===== config.mk =====
export PLATFORM = sky130hd
export DESIGN_NAME = button_debounce_event_detector_core
export DESIGN_NICKNAME = d
export VERILOG_FILES = /design/src/rtl/bde_pkg.sv /design/src/rtl/button_debounce_event_detector_core.sv /design/src/rtl/bde_cfg_regs.sv /design/src/rtl/bde_event_core.sv
export SDC_FILE = /design/constraint.sdc
export NUM_CORES = 1
export LEC_CHECK = 0
export BUFFER_PORTS_ARGS = -buffer_cell sky130_fd_sc_hd__buf_2
export CORE_MARGIN = 10
export CORE_UTILIZATION = 63
export CTS_CLUSTER_SIZE = 14
export DETAILED_ROUTE_END_ITERATION = 8
export GPL_ROUTABILITY_DRIVEN = 0
export PLACE_DENSITY = 0.81
export SLEW_MARGIN = 0
export SYNTH_ARGS = -nofsm -noshare
export SYNTH_HDL_FRONTEND = slang
export SYNTH_SLANG_ARGS = --single-unit

===== constraint.sdc =====
create_clock -name clk -period 9.1 [get_ports clk]
set_input_delay 0.91 -clock clk [delete_from_list [all_inputs] [get_ports clk]]
set_output_delay 0.91 -clock clk [all_outputs]
set_load 0.01 [all_outputs]

===== src/rtl/bde_pkg.sv =====
`timescale 1ns / 1ps
`default_nettype none
// ----------------------------------------------------------------------------
// Button debounce event detector package
// Shared payload types, configuration types, register indexes and reset
// values used by the debounce event detector modules.
// ----------------------------------------------------------------------------
package bde_pkg;

	// Width of the configuration register index and data.
	localparam int CfgIndexWidth = 4;
	localparam int CfgDataWidth  = 16;

	// Configuration register indexes.
	localparam logic [CfgIndexWidth-1:0] CFG_ACTIVE_LOW      = 4'd0;
	localparam logic [CfgIndexWidth-1:0] CFG_DEBOUNCE_TIME   = 4'd1;
	localparam logic [CfgIndexWidth-1:0] CFG_SHORT_THRESHOLD = 4'd2;
	localparam logic [CfgIndexWidth-1:0] CFG_LONG_THRESHOLD  = 4'd3;
	localparam logic [CfgIndexWidth-1:0] CFG_VLONG_THRESHOLD = 4'd4;
	localparam logic [CfgIndexWidth-1:0] CFG_DOUBLE_INTERVAL = 4'd5;
	localparam logic [CfgIndexWidth-1:0] CFG_HOLD_INTERVAL   = 4'd6;
	localparam logic [CfgIndexWidth-1:0] CFG_HOLD_ENABLE     = 4'd7;

	// Reset values of the configuration registers.
	localparam logic        RstActiveLow      = 1'b1;
	localparam logic [15:0] RstDebounceTime   = 16'd20;
	localparam logic [15:0] RstShortThreshold = 16'd1000;
	localparam logic [15:0] RstLongThreshold  = 16'd1000;
	localparam logic [15:0] RstVlongThreshold = 16'd3000;
	localparam logic [15:0] RstDoubleInterval = 16'd300;
	localparam logic [15:0] RstHoldInterval   = 16'd500;
	localparam logic        RstHoldEnable     = 1'b0;

	// Number of presses that make a double press.
	localparam logic [1:0] DoubleCount = 2'd2;

	// One poll request.
	typedef struct packed {
		logic        pin_level;
		logic [31:0] tick_now;
	} poll_t;

	// One result request.
	typedef struct packed {
		logic pressed_event;
		logic released_event;
		logic short_press_event;
		logic long_press_event;
		logic very_long_press_event;
		logic double_press_event;
		logic hold_event;
		logic pressed_active;
		logic long_active;
		logic very_long_active;
		logic holding_active;
	} rpt_t;

	// Configuration register contents.
	typedef struct packed {
		logic        active_low;
		logic [15:0] debounce_time;
		logic [15:0] short_threshold;
		logic [15:0] long_threshold;
		logic [15:0] very_long_threshold;
		logic [15:0] double_interval;
		logic [15:0] hold_interval;
		logic        hold_enable;
	} cfg_t;

	// Returns 1 when a 32-bit elapsed time is at least a 16-bit threshold.
	function automatic logic reached(input logic [31:0] elapsed, input logic [15:0] thr);
		reached = (elapsed[31:16] != 16'd0) || (elapsed[15:0] >= thr);
	endfunction

endpackage
`default_nettype wire


===== src/rtl/button_debounce_event_detector_core.sv =====
`timescale 1ns / 1ps
`default_nettype none
// ----------------------------------------------------------------------------
// Button debounce event detector
// Debounces polled button samples and reports press, release, short, long,
// very long, double press and hold events, one result per poll.
// ----------------------------------------------------------------------------
// Usage:
//   The poll channel (poll_valid, poll_stall, poll) carries one request per
//   poll: the raw pin level and a 32-bit millisecond timestamp. The result
//   channel (rpt_valid, rpt_stall, rpt) returns exactly one request per poll,
//   in order. A request moves at a clock edge where valid is high and stall
//   is low.
//   A poll first lands in the input register, and its result is then written
//   into the output register. Throughput is one poll per cycle while the
//   receiver does not stall. When the receiver stalls, the result stays in
//   the output register and the input register holds one more poll;
//   poll_stall rises after that. Configuration registers are written through
//   cfg_wr_en, cfg_index and cfg_wdata; the user must do so only while no
//   poll is in flight, which the block does not enforce. Unknown indexes are
//   ignored. Reset clears all state to released and loads register defaults.
// ----------------------------------------------------------------------------
module button_debounce_event_detector_core (
	input  wire logic                              clk,
	input  wire logic                              arst_n,
	input  wire logic                              poll_valid,
	output      logic                              poll_stall,
	input  wire bde_pkg::poll_t                    poll,
	output      logic                              rpt_valid,
	input  wire logic                              rpt_stall,
	output bde_pkg::rpt_t                          rpt,
	input  wire logic                              cfg_wr_en,
	input  wire logic [bde_pkg::CfgIndexWidth-1:0] cfg_index,
	input  wire logic [bde_pkg::CfgDataWidth-1:0]  cfg_wdata
);
	import bde_pkg::*;

	cfg_t  cfg;
	poll_t poll_s1;
	logic  valid_s1;
	rpt_t  rpt_next;
	rpt_t  rpt_s2;
	logic  valid_s2;
	logic  poll_take, advance, fire;

	// Handshake control.
	assign advance    = !valid_s2 || !rpt_stall;
	assign fire       = valid_s1 && advance;
	assign poll_stall = valid_s1 && !advance;
	assign poll_take  = poll_valid && !poll_stall;

	bde_cfg_regs u_cfg (
		.clk       (clk),
		.arst_n    (arst_n),
		.cfg_wr_en (cfg_wr_en),
		.cfg_index (cfg_index),
		.cfg_wdata (cfg_wdata),
		.cfg       (cfg)
	);

	// Input register.
	always_ff @(posedge clk or negedge arst_n) begin
		if (!arst_n) begin
			valid_s1 <= 1'b0;
		end else if (poll_take) begin
			valid_s1 <= 1'b1;
		end else if (fire) begin
			valid_s1 <= 1'b0;
		end
	end

	always_ff @(posedge clk) begin
		if (poll_take) begin
			poll_s1 <= poll;
		end
	end

	bde_event_core u_core (
		.clk    (clk),
		.arst_n (arst_n),
		.fire   (fire),
		.poll   (poll_s1),
		.cfg    (cfg),
		.rpt    (rpt_next)
	);

	// Output register.
	always_ff @(posedge clk or negedge arst_n) begin
		if (!arst_n) begin
			valid_s2 <= 1'b0;
		end else if (fire) begin
			valid_s2 <= 1'b1;
		end else if (!rpt_stall) begin
			valid_s2 <= 1'b0;
		end
	end

	always_ff @(posedge clk) begin
		if (fire) begin
			rpt_s2 <= rpt_next;
		end
	end

	assign rpt_valid = valid_s2;
	assign rpt       = rpt_s2;

	// Very long and long never fire on the same poll.
	a_thr_exclusive: assert property (@(posedge clk) disable iff (!arst_n)
		rpt_valid |-> !(rpt.long_press_event && rpt.very_long_press_event))
		else $error("long and very long events fired together");

	// A short press is only reported with its release.
	a_short_on_release: assert property (@(posedge clk) disable iff (!arst_n)
		(rpt_valid && rpt.short_press_event) |-> rpt.released_event)
		else $error("short press without release");

	// A double press is only reported with a press.
	a_double_on_press: assert property (@(posedge clk) disable iff (!arst_n)
		(rpt_valid && rpt.double_press_event) |-> rpt.pressed_event)
		else $error("double press without press");

	// A hold tick only fires while pressed and in the hold phase.
	a_hold_pressed: assert property (@(posedge clk) disable iff (!arst_n)
		(rpt_valid && rpt.hold_event) |-> (rpt.pressed_active && rpt.holding_active))
		else $error("hold tick outside a held press");

endmodule
`default_nettype wire


===== src/rtl/bde_cfg_regs.sv =====
`timescale 1ns / 1ps
`default_nettype none
// ----------------------------------------------------------------------------
// Debounce event detector configuration registers
// Holds the eight configuration registers written through a plain write port.
// ----------------------------------------------------------------------------
module bde_cfg_regs (
	input  wire logic                                clk,
	input  wire logic                                arst_n,
	input  wire logic                                cfg_wr_en,
	input  wire logic [bde_pkg::CfgIndexWidth-1:0]   cfg_index,
	input  wire logic [bde_pkg::CfgDataWidth-1:0]    cfg_wdata,
	output bde_pkg::cfg_t                            cfg
);
	import bde_pkg::*;

	cfg_t cfg_q;

	// Register file; writes to unknown indexes are dropped.
	always_ff @(posedge clk or negedge arst_n) begin
		if (!arst_n) begin
			cfg_q.active_low          <= RstActiveLow;
			cfg_q.debounce_time       <= RstDebounceTime;
			cfg_q.short_threshold     <= RstShortThreshold;
			cfg_q.long_threshold      <= RstLongThreshold;
			cfg_q.very_long_threshold <= RstVlongThreshold;
			cfg_q.double_interval     <= RstDoubleInterval;
			cfg_q.hold_interval       <= RstHoldInterval;
			cfg_q.hold_enable         <= RstHoldEnable;
		end else if (cfg_wr_en) begin
			case (cfg_index)
				CFG_ACTIVE_LOW:      cfg_q.active_low          <= cfg_wdata[0];
				CFG_DEBOUNCE_TIME:   cfg_q.debounce_time       <= cfg_wdata;
				CFG_SHORT_THRESHOLD: cfg_q.short_threshold     <= cfg_wdata;
				CFG_LONG_THRESHOLD:  cfg_q.long_threshold      <= cfg_wdata;
				CFG_VLONG_THRESHOLD: cfg_q.very_long_threshold <= cfg_wdata;
				CFG_DOUBLE_INTERVAL: cfg_q.double_interval     <= cfg_wdata;
				CFG_HOLD_INTERVAL:   cfg_q.hold_interval       <= cfg_wdata;
				CFG_HOLD_ENABLE:     cfg_q.hold_enable         <= cfg_wdata[0];
				default: begin
				end
			endcase
		end
	end

	assign cfg = cfg_q;

endmodule
`default_nettype wire


===== src/rtl/bde_event_core.sv =====
`timescale 1ns / 1ps
`default_nettype none
// ----------------------------------------------------------------------------
// Debounce event detector core
// Holds the debounce and press-tracking state and computes, in one pass,
// the next state and the result for the poll held in the input register.
// ----------------------------------------------------------------------------
module bde_event_core (
	input  wire logic           clk,
	input  wire logic           arst_n,
	input  wire logic           fire,
	input  wire bde_pkg::poll_t poll,
	input  wire bde_pkg::cfg_t  cfg,
	output bde_pkg::rpt_t       rpt
);
	import bde_pkg::*;

	// Current state.
	logic        filtered_q, debouncing_q, press_q;
	logic        long_q, vlong_q, holding_q;
	logic [31:0] debounce_start_q, press_start_q, hold_last_q, last_press_q;
	logic [1:0]  counter_q;

	// Next state.
	logic        filtered_d, debouncing_d, press_d;
	logic        long_d, vlong_d, holding_d;
	logic [31:0] debounce_start_d, press_start_d, hold_last_d, last_press_d;
	logic [1:0]  counter_d;

	// Elapsed times against the stored stamps.
	logic [31:0] now, deb_elapsed, press_elapsed, hold_elapsed, gap_elapsed, dur;
	logic        raw_pressed, changed, new_press;
	logic [1:0]  counter_inc;

	assign now           = poll.tick_now;
	assign raw_pressed   = poll.pin_level ^ cfg.active_low;
	assign deb_elapsed   = now - debounce_start_q;
	assign press_elapsed = now - press_start_q;
	assign hold_elapsed  = now - hold_last_q;
	assign gap_elapsed   = now - last_press_q;
	assign counter_inc   = counter_q + 2'd1;

	// Debounce filter, press/release events and timers for one poll.
	always_comb begin
		filtered_d       = filtered_q;
		debouncing_d     = debouncing_q;
		press_d          = press_q;
		long_d           = long_q;
		vlong_d          = vlong_q;
		holding_d        = holding_q;
		debounce_start_d = debounce_start_q;
		press_start_d    = press_start_q;
		hold_last_d      = hold_last_q;
		last_press_d     = last_press_q;
		counter_d        = counter_q;
		changed          = 1'b0;
		new_press        = 1'b0;
		rpt              = '0;

		// A differing level is accepted once it has persisted long enough.
		if (raw_pressed != filtered_q) begin
			if (!debouncing_q) begin
				debouncing_d     = 1'b1;
				debounce_start_d = now;
			end else if (reached(deb_elapsed, cfg.debounce_time)) begin
				filtered_d   = raw_pressed;
				debouncing_d = 1'b0;
				changed      = 1'b1;
			end
		end else begin
			debouncing_d = 1'b0;
		end

		// Accepted press or release.
		if (changed) begin
			if (filtered_d && !press_q) begin
				new_press          = 1'b1;
				press_d            = 1'b1;
				press_start_d      = now;
				long_d             = 1'b0;
				vlong_d            = 1'b0;
				rpt.pressed_event  = 1'b1;
				if (gap_elapsed[31:16] == 16'd0 && gap_elapsed[15:0] < cfg.double_interval) begin
					if (counter_inc >= DoubleCount) begin
						rpt.double_press_event = 1'b1;
						counter_d              = 2'd0;
					end else begin
						counter_d = counter_inc;
					end
				end else begin
					counter_d = 2'd1;
				end
				last_press_d = now;
			end else if (!filtered_d && press_q) begin
				press_d            = 1'b0;
				holding_d          = 1'b0;
				rpt.released_event = 1'b1;
				if (!long_q && !vlong_q && !reached(press_elapsed, cfg.short_threshold)) begin
					rpt.short_press_event = 1'b1;
				end
			end
		end

		// A press that starts on this poll has zero duration.
		dur = new_press ? 32'd0 : press_elapsed;

		// Threshold and hold timers while pressed.
		if (press_d) begin
			if (!vlong_d && reached(dur, cfg.very_long_threshold)) begin
				vlong_d                   = 1'b1;
				rpt.very_long_press_event = 1'b1;
			end else if (!long_d && reached(dur, cfg.long_threshold)) begin
				long_d               = 1'b1;
				rpt.long_press_event = 1'b1;
			end
			if (cfg.hold_enable) begin
				if (!holding_d) begin
					if (reached(dur, cfg.hold_interval)) begin
						holding_d      = 1'b1;
						hold_last_d    = now;
						rpt.hold_event = 1'b1;
					end
				end else if (reached(hold_elapsed, cfg.hold_interval)) begin
					hold_last_d    = now;
					rpt.hold_event = 1'b1;
				end
			end
		end

		rpt.pressed_active   = press_d;
		rpt.long_active      = long_d;
		rpt.very_long_active = vlong_d;
		rpt.holding_active   = holding_d;
	end

	// State update, once per processed poll.
	always_ff @(posedge clk or negedge arst_n) begin
		if (!arst_n) begin
			filtered_q       <= 1'b0;
			debouncing_q     <= 1'b0;
			press_q          <= 1'b0;
			long_q           <= 1'b0;
			vlong_q          <= 1'b0;
			holding_q        <= 1'b0;
			debounce_start_q <= '0;
			press_start_q    <= '0;
			hold_last_q      <= '0;
			last_press_q     <= '0;
			counter_q        <= '0;
		end else if (fire) begin
			filtered_q       <= filtered_d;
			debouncing_q     <= debouncing_d;
			press_q          <= press_d;
			long_q           <= long_d;
			vlong_q          <= vlong_d;
			holding_q        <= holding_d;
			debounce_start_q <= debounce_start_d;
			press_start_q    <= press_start_d;
			hold_last_q      <= hold_last_d;
			last_press_q     <= last_press_d;
			counter_q        <= counter_d;
		end
	end

endmodule
`default_nettype wire

==> key figures, run 1 <==
Outcome
  – Status: completed

Setup path
  – CP max stage cell: edfxtp_1
  – CP peak stage delay: between 0.5 and 0.6 ns
  – Reg2reg start: poll_s1[1]$_DFFE_PP_
  – Worst endpoint data arrival time: between 8 and 9 ns
  – Crit path buffers/inverters: 2
  – Critical path class: register to register
  – CP Max Fanout: 32
  – Flop-to-flop setup slack: around 1.5 ns
  – CP endpoint kind: register
  – Reg-to-Reg End: u_core.hold_last_q[0]$_DFFE_PN0P_
  – Top delay family on crit path: simple AND/OR/NAND/NOR gates
  – R2R cell count: 30
  – Most used cell along the critical path: nand2_1
  – Worst Setup Start Kind: register
  – Critical Path RT: 9.53 ns

Global route
  – Number of global-route vias before repair: between 10,000 and 15,000
  – Pin count of the biggest net entering global routing: 74
  – First-pass GRT wire length: approximately 74 mm
  – Aggregate global-route resource usage: 25.04%
  – GR Overflow Total: 0
  – Initial antenna violation count: 2

Floorplan
  – Die Height: 188.0 um
  – Core Box Area: 27,780 sq um
  – Die width: 188.0 um
  – Initial core utilization: 63.99%
  – Num rows: approximately 60
  – IO Pins: 71
  – Die Area: around 35,000 sq um

Detailed routing
  – Wire per inst: 19.10 um
  – DRC Markers: 0
  – Vias after detailed routing: 14,570
  – Drt total wl: 45.11 mm
  – DRT Pass-1 Iters: 5
  – Vias per inst: 6.169
  – Initial DRC Count: 1,142
  – Antenna Nets Post-Route: 0

Timing
  – RSZ-0062 raised after global routing: no
  – Clock Skew: 0.01851 ns
  – Hold slack final: ~0.36 ns
  – Final TNS setup: 0 ns
  – Slew margin rel.: 26.73%
  – Final period util: 83.73%
  – Worst-Margin Slew: 1.099 ns
  – Pins Over Slew Limit: 0
  – Min Tclk post-route: 7.620 ns
  – Final hold violation count: 0
  – Setup violators final: 0
  – Fmax: 131.2 MHz

Finish
  – Commonest cells after routing, fill and taps aside: inv_1, ha_1, nand2_1
  – Area grow syn2layout: 9.417%
  – Fin nets: 2,224
  – Fillers: 2,131
  – Proportion of layout cells with a drive suffix above 1: 14.12%
  – Final Util: 70.02%
  – Most common cell after layout, fill and taps aside: inv_1
  – Fin area: 19,450 sq um

Synth
  – Syn Inst Count: 1,907
  – Ys flop type: dfrtp_1
  – Synthesized area: 17,780 sq um
  – Synth async-reset ratio: 82.26%
  – Synthesized net count: 2,170
  – Simple-gate share of the synthesized area: 13.63%
  – Mean Syn Cell Area: 9.323 sq um
  – #FFs+latches synth: 248
  – Cell variety after synth: 89
  – Post-synthesis adder-cell area fraction: between 10% and 20%
  – Mux contribution to synthesized area: slightly below 7%
  – Synth Area in Compound Gates: around a fifth
  – Main combinational cell family by area after synthesis: compound AO/OA/AOI/OAI gates
  – Seq/Total Area, Yosys: roughly 36%
  – Synthesis Warnings: 0
  – Post-synth EDFFs: 44
  – XOR/XNOR Fraction of Synth Area: approximately 3.4%

CTS
  – Clk sink count: 248
  – Worst-Skew Late Latency: 0.55 ns
  – Hold_buf cts: 0
  – Inserted Clock Buffers: 28
  – CTS max path bufs: 3
  – H-tree levels: 1
  – Clock-pin transition on the worst setup and hold timing paths: 0.06 ns
  – Post-CTS resize count: 0
  – Post-CTS Setup Bufs: 0
  – CTS tree: done
  – Clock root buffer: clkbuf_16

Place
  – Post-placement cell area: 18,420 sq um
  – Port Buf Inserts: 70
  – Final HPWL DP: 34.23 mm

Worst hold path
  – Min-delay worst type: input pin to async pin

Pwr
  – Max rail drop VDD: 0.0002126 V
  – P per Cell Area: 391.7 nW/um^2
  – Power consumption: ~7.6 mW
  – Pleak: just under 9 nW

Flow run
  – Max cap viols: 0
==> per-stage QoR <==
stage               std cells  worst slack, ns
floorplan                1907            2.225
global placement         2309            1.756
detailed placement       2309            1.558
CTS                      2361            1.514
global route             2361           0.8852
finish                   2362            1.480
==> how the worst max path moves through the flow <==
stage / startpoint / to / slack [ns] / cells after the start
detailed placement: poll_s1[1]$_DFFE_PP_ / u_core.hold_last_q[0]$_DFFE_PN0P_ / 1.56 / 30
global placement: poll_s1[1]$_DFFE_PP_ / u_core.hold_last_q[0]$_DFFE_PN0P_ / 1.76 / 30
CTS: poll_s1[1]$_DFFE_PP_ / u_core.hold_last_q[0]$_DFFE_PN0P_ / 1.51 / 30
finish: poll_s1[1]$_DFFE_PP_ / u_core.hold_last_q[0]$_DFFE_PN0P_ / 1.48 / 30
global route: poll_s1[1]$_DFFE_PP_ / u_core.hold_last_q[0]$_DFFE_PN0P_ / 0.89 / 30
floorplan: poll_s1[1]$_DFFE_PP_ / rpt[2]$_DFFE_PP_ / 2.23 / 33
==> kinds of logic (layout without fill, tap and decap cells) <==
kind of cell / count (synthesis) / in the layout
multiplexers: 100 / 100
flip-flops: 248 / 248
AO/OA/AOI/OAI: 524 / 524
AND/OR/NAND/NOR: 484 / 484
adder cells (fa/ha/maj): 206 / 206
buffers and inverters: 275 / 351
other: 0 / 1
XOR/XNOR: 70 / 70
==> power by group <==
group          total [mW]  internal (mW)  switching [mW]
clock                1.26          0.790           0.466
combinational        4.68           1.93            2.75
sequential           1.68           1.51           0.169
==> synthesized netlist by cell type, types with 20 or more instances <==
cell / instances / area [sq um]
a21o_1: 57 / 427.9
a21oi_1: 115 / 575.6
and2_1: 22 / 137.6
clkbuf_1: 41 / 153.9
dfrtp_1: 172 / 4304
dfstp_2: 32 / 840.8
edfxtp_1: 44 / 1321
ha_1: 202 / 2527
inv_1: 221 / 829.6
mux2_2: 61 / 686.9
mux2_4: 29 / 435.4
nand2_1: 187 / 701.9
nand2b_1: 28 / 175.2
nand3_1: 23 / 115.1
nand4_1: 32 / 200.2
nor2_1: 69 / 259.0
nor2b_1: 20 / 125.1
nor3_1: 30 / 150.1
o21a_1: 27 / 202.7
o21ai_0: 177 / 885.9
xnor2_1: 44 / 385.4
xor2_1: 26 / 227.7
==> layout make-up <==
cell class / count / area (sq um) / share of cell area [%]
antenna: 1 / 2.502 / 0.01286
clock buffer: 38 / 809.5 / 4.162
clock inverter: 14 / 221.5 / 1.138
inverter: 221 / 829.5 / 4.264
multi-input combinational: 1384 / 10230 / 52.60
sequential: 248 / 6466 / 33.24
tap: 378 / 473.0 / 2.431
timing repair buffer: 78 / 419.2 / 2.155
==> sequential cells by signal, summed over array words and instances (netlist names) <==
register / flops
u_cfg.cfg: 98
poll_s1: 33
u_core.counter_q: 2
u_core.holding_q: 1
rpt_valid: 1
u_core.hold_last_q: 32
u_core.filtered_q: 1
u_core.press_q: 1
valid_s1: 1
u_core.debounce_start_q: 32
u_core.vlong_q: 1
rpt: 11
u_core.press_start_q: 32
u_core.debouncing_q: 1
u_core.long_q: 1
==> layer usage <==
metal	track usage (%)	part of all wire (%)	wire length (um)	vias to the layer above
li1	-	-	-	6900
met1	32.73	44	19640	6990
met2	40.76	45	20520	569
met3	4.156	7.2	3247	113
met4	9.538	3.8	1713	0
met5	0	0	0	-
Power figures use the tool's default switching activity.
==> inputs of run 2 (changes only) <==
--- a/config.mk
+++ b/config.mk
@@ -5,13 +5,14 @@
 export SDC_FILE = /design/constraint.sdc
 export NUM_CORES = 1
 export LEC_CHECK = 0
+export ABC_AREA = 1
 export BUFFER_PORTS_ARGS = -buffer_cell sky130_fd_sc_hd__buf_2
 export CORE_MARGIN = 10
-export CORE_UTILIZATION = 63
+export CORE_UTILIZATION = 64
 export CTS_CLUSTER_SIZE = 14
 export DETAILED_ROUTE_END_ITERATION = 8
 export GPL_ROUTABILITY_DRIVEN = 0
-export PLACE_DENSITY = 0.81
+export PLACE_DENSITY = 0.82
 export SLEW_MARGIN = 0
 export SYNTH_ARGS = -nofsm -noshare
 export SYNTH_HDL_FRONTEND = slang
==> constraint.sdc (replaced) <==
create_clock -name clk -period 7.4 [get_ports clk]
set_input_delay 0.74 -clock clk [delete_from_list [all_inputs] [get_ports clk]]
set_output_delay 0.74 -clock clk [all_outputs]
set_load 0.01 [all_outputs]
==> run 2 against run 1 <==
  * Synthesized cell count is 28% higher
  * First-iteration DRC count is 86% higher
  * Total power is 16% higher
  * Die area is 0.98% lower
==> key figures, run 2 <==
CTS
  – CTS tree: done
  – Inserted Clock Buffers: 29 (+3.6%)
  – H-tree levels: 1 (unchanged)
  – Worst-Skew Late Latency: 0.58 ns (+0.03 ns)
  – Post-CTS resize count: 0 (unchanged)
  – Post-CTS Setup Bufs: 0 (unchanged)
  – Clock-pin transition on the worst setup and hold timing paths: 0.06 ns (about the same)
  – Hold_buf cts: 0 (unchanged)
  – CTS max path bufs: 3 (unchanged)
  – Clock root buffer: clkbuf_16
  – Clk sink count: 248 (unchanged)

Finish
  – Most common cell after layout, fill and taps aside: nand2_1
  – Max FFs per register: 98 (unchanged)
  – Proportion of layout cells with a drive suffix above 1: 8.168% (-6.0 points)
  – Final Util: 71.13% (+1.1 points)
  – Fillers: 2,249 (+5.5%)
  – Area grow syn2layout: 10.02%
  – Commonest cells after routing, fill and taps aside: nand2_1, inv_1, ha_1
  – Fin nets: 2,762 (+24%)

Global route
  – Pin count of the biggest net entering global routing: 75 (+1.4%)
  – Initial antenna violation count: 1 (-1)
  – Aggregate global-route resource usage: 28.22% (+3.2 points)
  – Number of global-route vias before repair: 16,520 (+13%)
  – First-pass GRT wire length: 82.17 mm (+11%)
  – GR Overflow Total: 0 (unchanged)

Setup path
  – Critical Path RT: 7.85 ns (-1.68 ns)
  – Flop-to-flop setup slack: 1.32 ns (-0.16 ns)
  – CP Max Fanout: 32 (unchanged)
  – R2R cell count: 33 (+10%)
  – Reg-to-Reg End: u_core.hold_last_q[30]$_DFFE_PN0P_
  – Worst endpoint data arrival time: 6.53 ns (-1.52 ns)
  – CP endpoint kind: register
  – Most used cell along the critical path: nand2_1
  – CP Launch Point: poll_s1[3]$_DFFE_PP_
  – Worst Setup Start Kind: register
  – CP max stage cell: nand4_2
  – Critical path class: register to register
  – CP peak stage delay: 0.76 ns (+0.21 ns)
  – Reg2reg start: poll_s1[3]$_DFFE_PP_
  – CP Capture Point: u_core.hold_last_q[30]$_DFFE_PN0P_

Pwr
  – Seq pwr share: 22.9% (+0.9 points)
  – Max rail drop VDD: 0.0002828 V (+33%)
  – Psw: 4.186 mW (+24%)
  – Clk pwr share: 17.8% (+1.3 points)
  – Pleak: 10.39 nW (+16%)
  – Sw Share: 47.33% (+2.9 points)
  – Comb pwr share: 59.3% (-2.2 points)
  – P per Cell Area: 450.0 nW/um^2 (+15%)
  – Cell-internal power: 4.658 mW (+10%)

Synth
  – Most common cell in the netlist: nand2_1
  – XOR/XNOR Fraction of Synth Area: 3.334% (-0.11 points)
  – Mean Syn Cell Area: 7.345 sq um (-21%)
  – Synth Area in Compound Gates: 12.77% (-6.1 points)
  – Synthesis Warnings: 0 (unchanged)
  – Cell variety after synth: 50 (-44%)
  – Post-synth EDFFs: 44 (unchanged)
  – Mux contribution to synthesized area: 0% (-6.9 points)
  – Yosys top cell area share: 24.10% (-0.11 points)
  – Post-synth top cells: nand2_1, inv_1, ha_1
  – Post-synthesis adder-cell area fraction: 14.49% (-0.12 points)
  – Post-synth top area cell: dfrtp_1
  – Synth async-reset ratio: 82.26% (unchanged)
  – Seq/Total Area, Yosys: 36.20% (-0.17 points)
  – Largest cells by area after synthesis: dfrtp_1, nand2_1, ha_1
  – Ys flop type: dfrtp_1
  – Simple-gate share of the synthesized area: 22.82% (+9.2 points)
  – Syn Inst Count: 2,432 (+28%)
  – Synthesized area: 17,860 sq um (+0.47%)
  – #FFs+latches synth: 248 (unchanged)
  – Synthesized net count: 2,695 (+24%)
  – Main combinational cell family by area after synthesis: simple AND/OR/NAND/NOR gates

Floorplan
  – IO Pins: 71 (unchanged)
  – Initial core utilization: 64.65% (+0.66 points)
  – Num rows: 61 (unchanged)
  – Core Box Area: 27,630 sq um (-0.55%)
  – Die Area: 34,990 sq um (-0.98%)
  – Die width: 187.1 um (-0.49%)
  – Die Height: 187.1 um (-0.49%)

Timing
  – Fmax: 164.5 MHz (+25%)
  – Worst-Margin Slew: 1.248 ns (+0.1487 ns)
  – Min Tclk post-route: 6.080 ns (-1.540 ns)
  – Pins Over Slew Limit: 0 (unchanged)
  – Clock Skew: 0.01421 ns (-0.004307 ns)
  – Setup violators final: 0 (unchanged)
  – RSZ-0062 raised after global routing: no
  – Final TNS setup: 0 ns (unchanged)
  – Final period util: 82.16% (-1.6 points)
  – Slew margin rel.: 16.62% (-10 points)
  – Final hold violation count: 0 (unchanged)

Detailed routing
  – DRC Markers: 0 (unchanged)
  – Met3 Wirelength: 5.202 mm (+60%)
  – Initial DRC Count: 2,125 (+86%)
  – DRT met1 WL: 20.26 mm (+3.2%)
  – Wire per inst: 17.12 um (-10%)
  – DRT Pass-1 Iters: 8 (+3)
  – Highest metal used: met4
  – Met2 wire length: 22.18 mm (+8.1%)
  – Vias after detailed routing: 16,590 (+14%)
  – Antenna Nets Post-Route: 0 (unchanged)
  – Vias per inst: 5.718 (-7.3%)
  – Drt total wl: 49.66 mm (+10%)

Place
  – Final HPWL DP: 37.55 mm (+9.7%)
  – Port Buf Inserts: 70 (unchanged)

Outcome
  – Status: completed

Worst hold path
  – Min-delay worst type: input pin to async pin

Flow run
  – Max cap viols: 0 (unchanged)
-- run 2: cell count changes in the layout (fill, tap and decap cells not counted), sizes merged, moves of 45 or more --
cell and delta:
a21o -50, nor2 +104, nand2 +515, a21oi +45, inv +233, mux2 -90
-- run 2: area by class of cell --
type / count / area [sq um] / area share (%)
tap: 378 / 473.0 / 2.407
multi-input combinational: 1694 / 9555 / 48.62
sequential: 248 / 6466 / 32.90
antenna: 1 / 2.502 / 0.01273
timing repair buffer: 76 / 404.1 / 2.057
inverter: 450 / 1689 / 8.595
clock inverter: 13 / 165.2 / 0.8404
clock buffer: 41 / 895.9 / 4.559
-- run 2: worst min-delay path by stage --
stage | startpoint | end | slack, ns
2_1_floorplan | valid_s1$_DFFE_PN0P_ | rpt_valid$_DFFE_PN0P_ | 0.43
3_3_place_gp | poll_s1[0]$_DFFE_PP_ | u_core.hold_last_q[0]$_DFFE_PN0P_ | 0.46
3_5_place_dp | u_core.hold_last_q[12]$_DFFE_PN0P_ | u_core.hold_last_q[12]$_DFFE_PN0P_ | 0.47
4_1_cts | arst_n | u_cfg.cfg[48]$_DFFE_PN0P_ | 0.14
5_1_grt | arst_n | u_cfg.cfg[48]$_DFFE_PN0P_ | 0.16
6_report | arst_n | u_cfg.cfg[48]$_DFFE_PN0P_ | 0.11
-- run 2: cells by family (layout without fill, tap and decap cells) --
kind of cell    count (synthesis)  count (layout)
flops                         248             248
xor+xnor                       68              68
compound gates                423             423
simple gates                  998             998
other cells                     0               1
fa+ha+maj                     205             205
buf+inv                       490             580
-- run 2: critical path, delay by kind of cell, from the launching register on --
| kind | cells | cell delay, ns |
|---|---|---|
| compound gates | 7 | 0.85 |
| xor+xnor | 1 | 0.17 |
| fa+ha+maj | 3 | 1.02 |
| buf+inv | 3 | 0.45 |
| flops | 1 | 0.54 |
| simple gates | 19 | 2.92 |
-- run 2: power groups by stage --
stage          clock network (mW)  logic, mW  registers [mW]
2_1_floorplan                   0       3.77            1.97
3_3_place_gp                    0       4.80            2.02
3_5_place_dp                    0       5.04            2.03
4_1_cts                      1.58       5.12            2.02
5_1_grt                      1.64       5.97            2.07
6_report                     1.57       5.24            2.03
-- run 2: stage by stage --
step | total power, mW | hold WS (ns) | instance area (sq um) | std cells | worst slack [ns]
6_report | 8.844 | 0.1093 | 19650 | 2901 | 1.320
5_1_grt | 9.675 | 0.1561 | 19650 | 2901 | 0.8254
4_1_cts | 8.725 | 0.1407 | 19650 | 2900 | 1.449
3_5_place_dp | 7.075 | 0.4652 | 18590 | 2846 | 1.539
3_3_place_gp | 6.820 | 0.4599 | 18590 | 2846 | 1.778
2_1_floorplan | 5.746 | 0.4340 | 17860 | 2432 | 2.747
-- run 2: layer usage --
layer	vias up	global-route usage, %
li1	7876	-
met1	7738	36.89
met2	838	45.45
met3	136	5.108
met4	0	11.29
met5	-	0
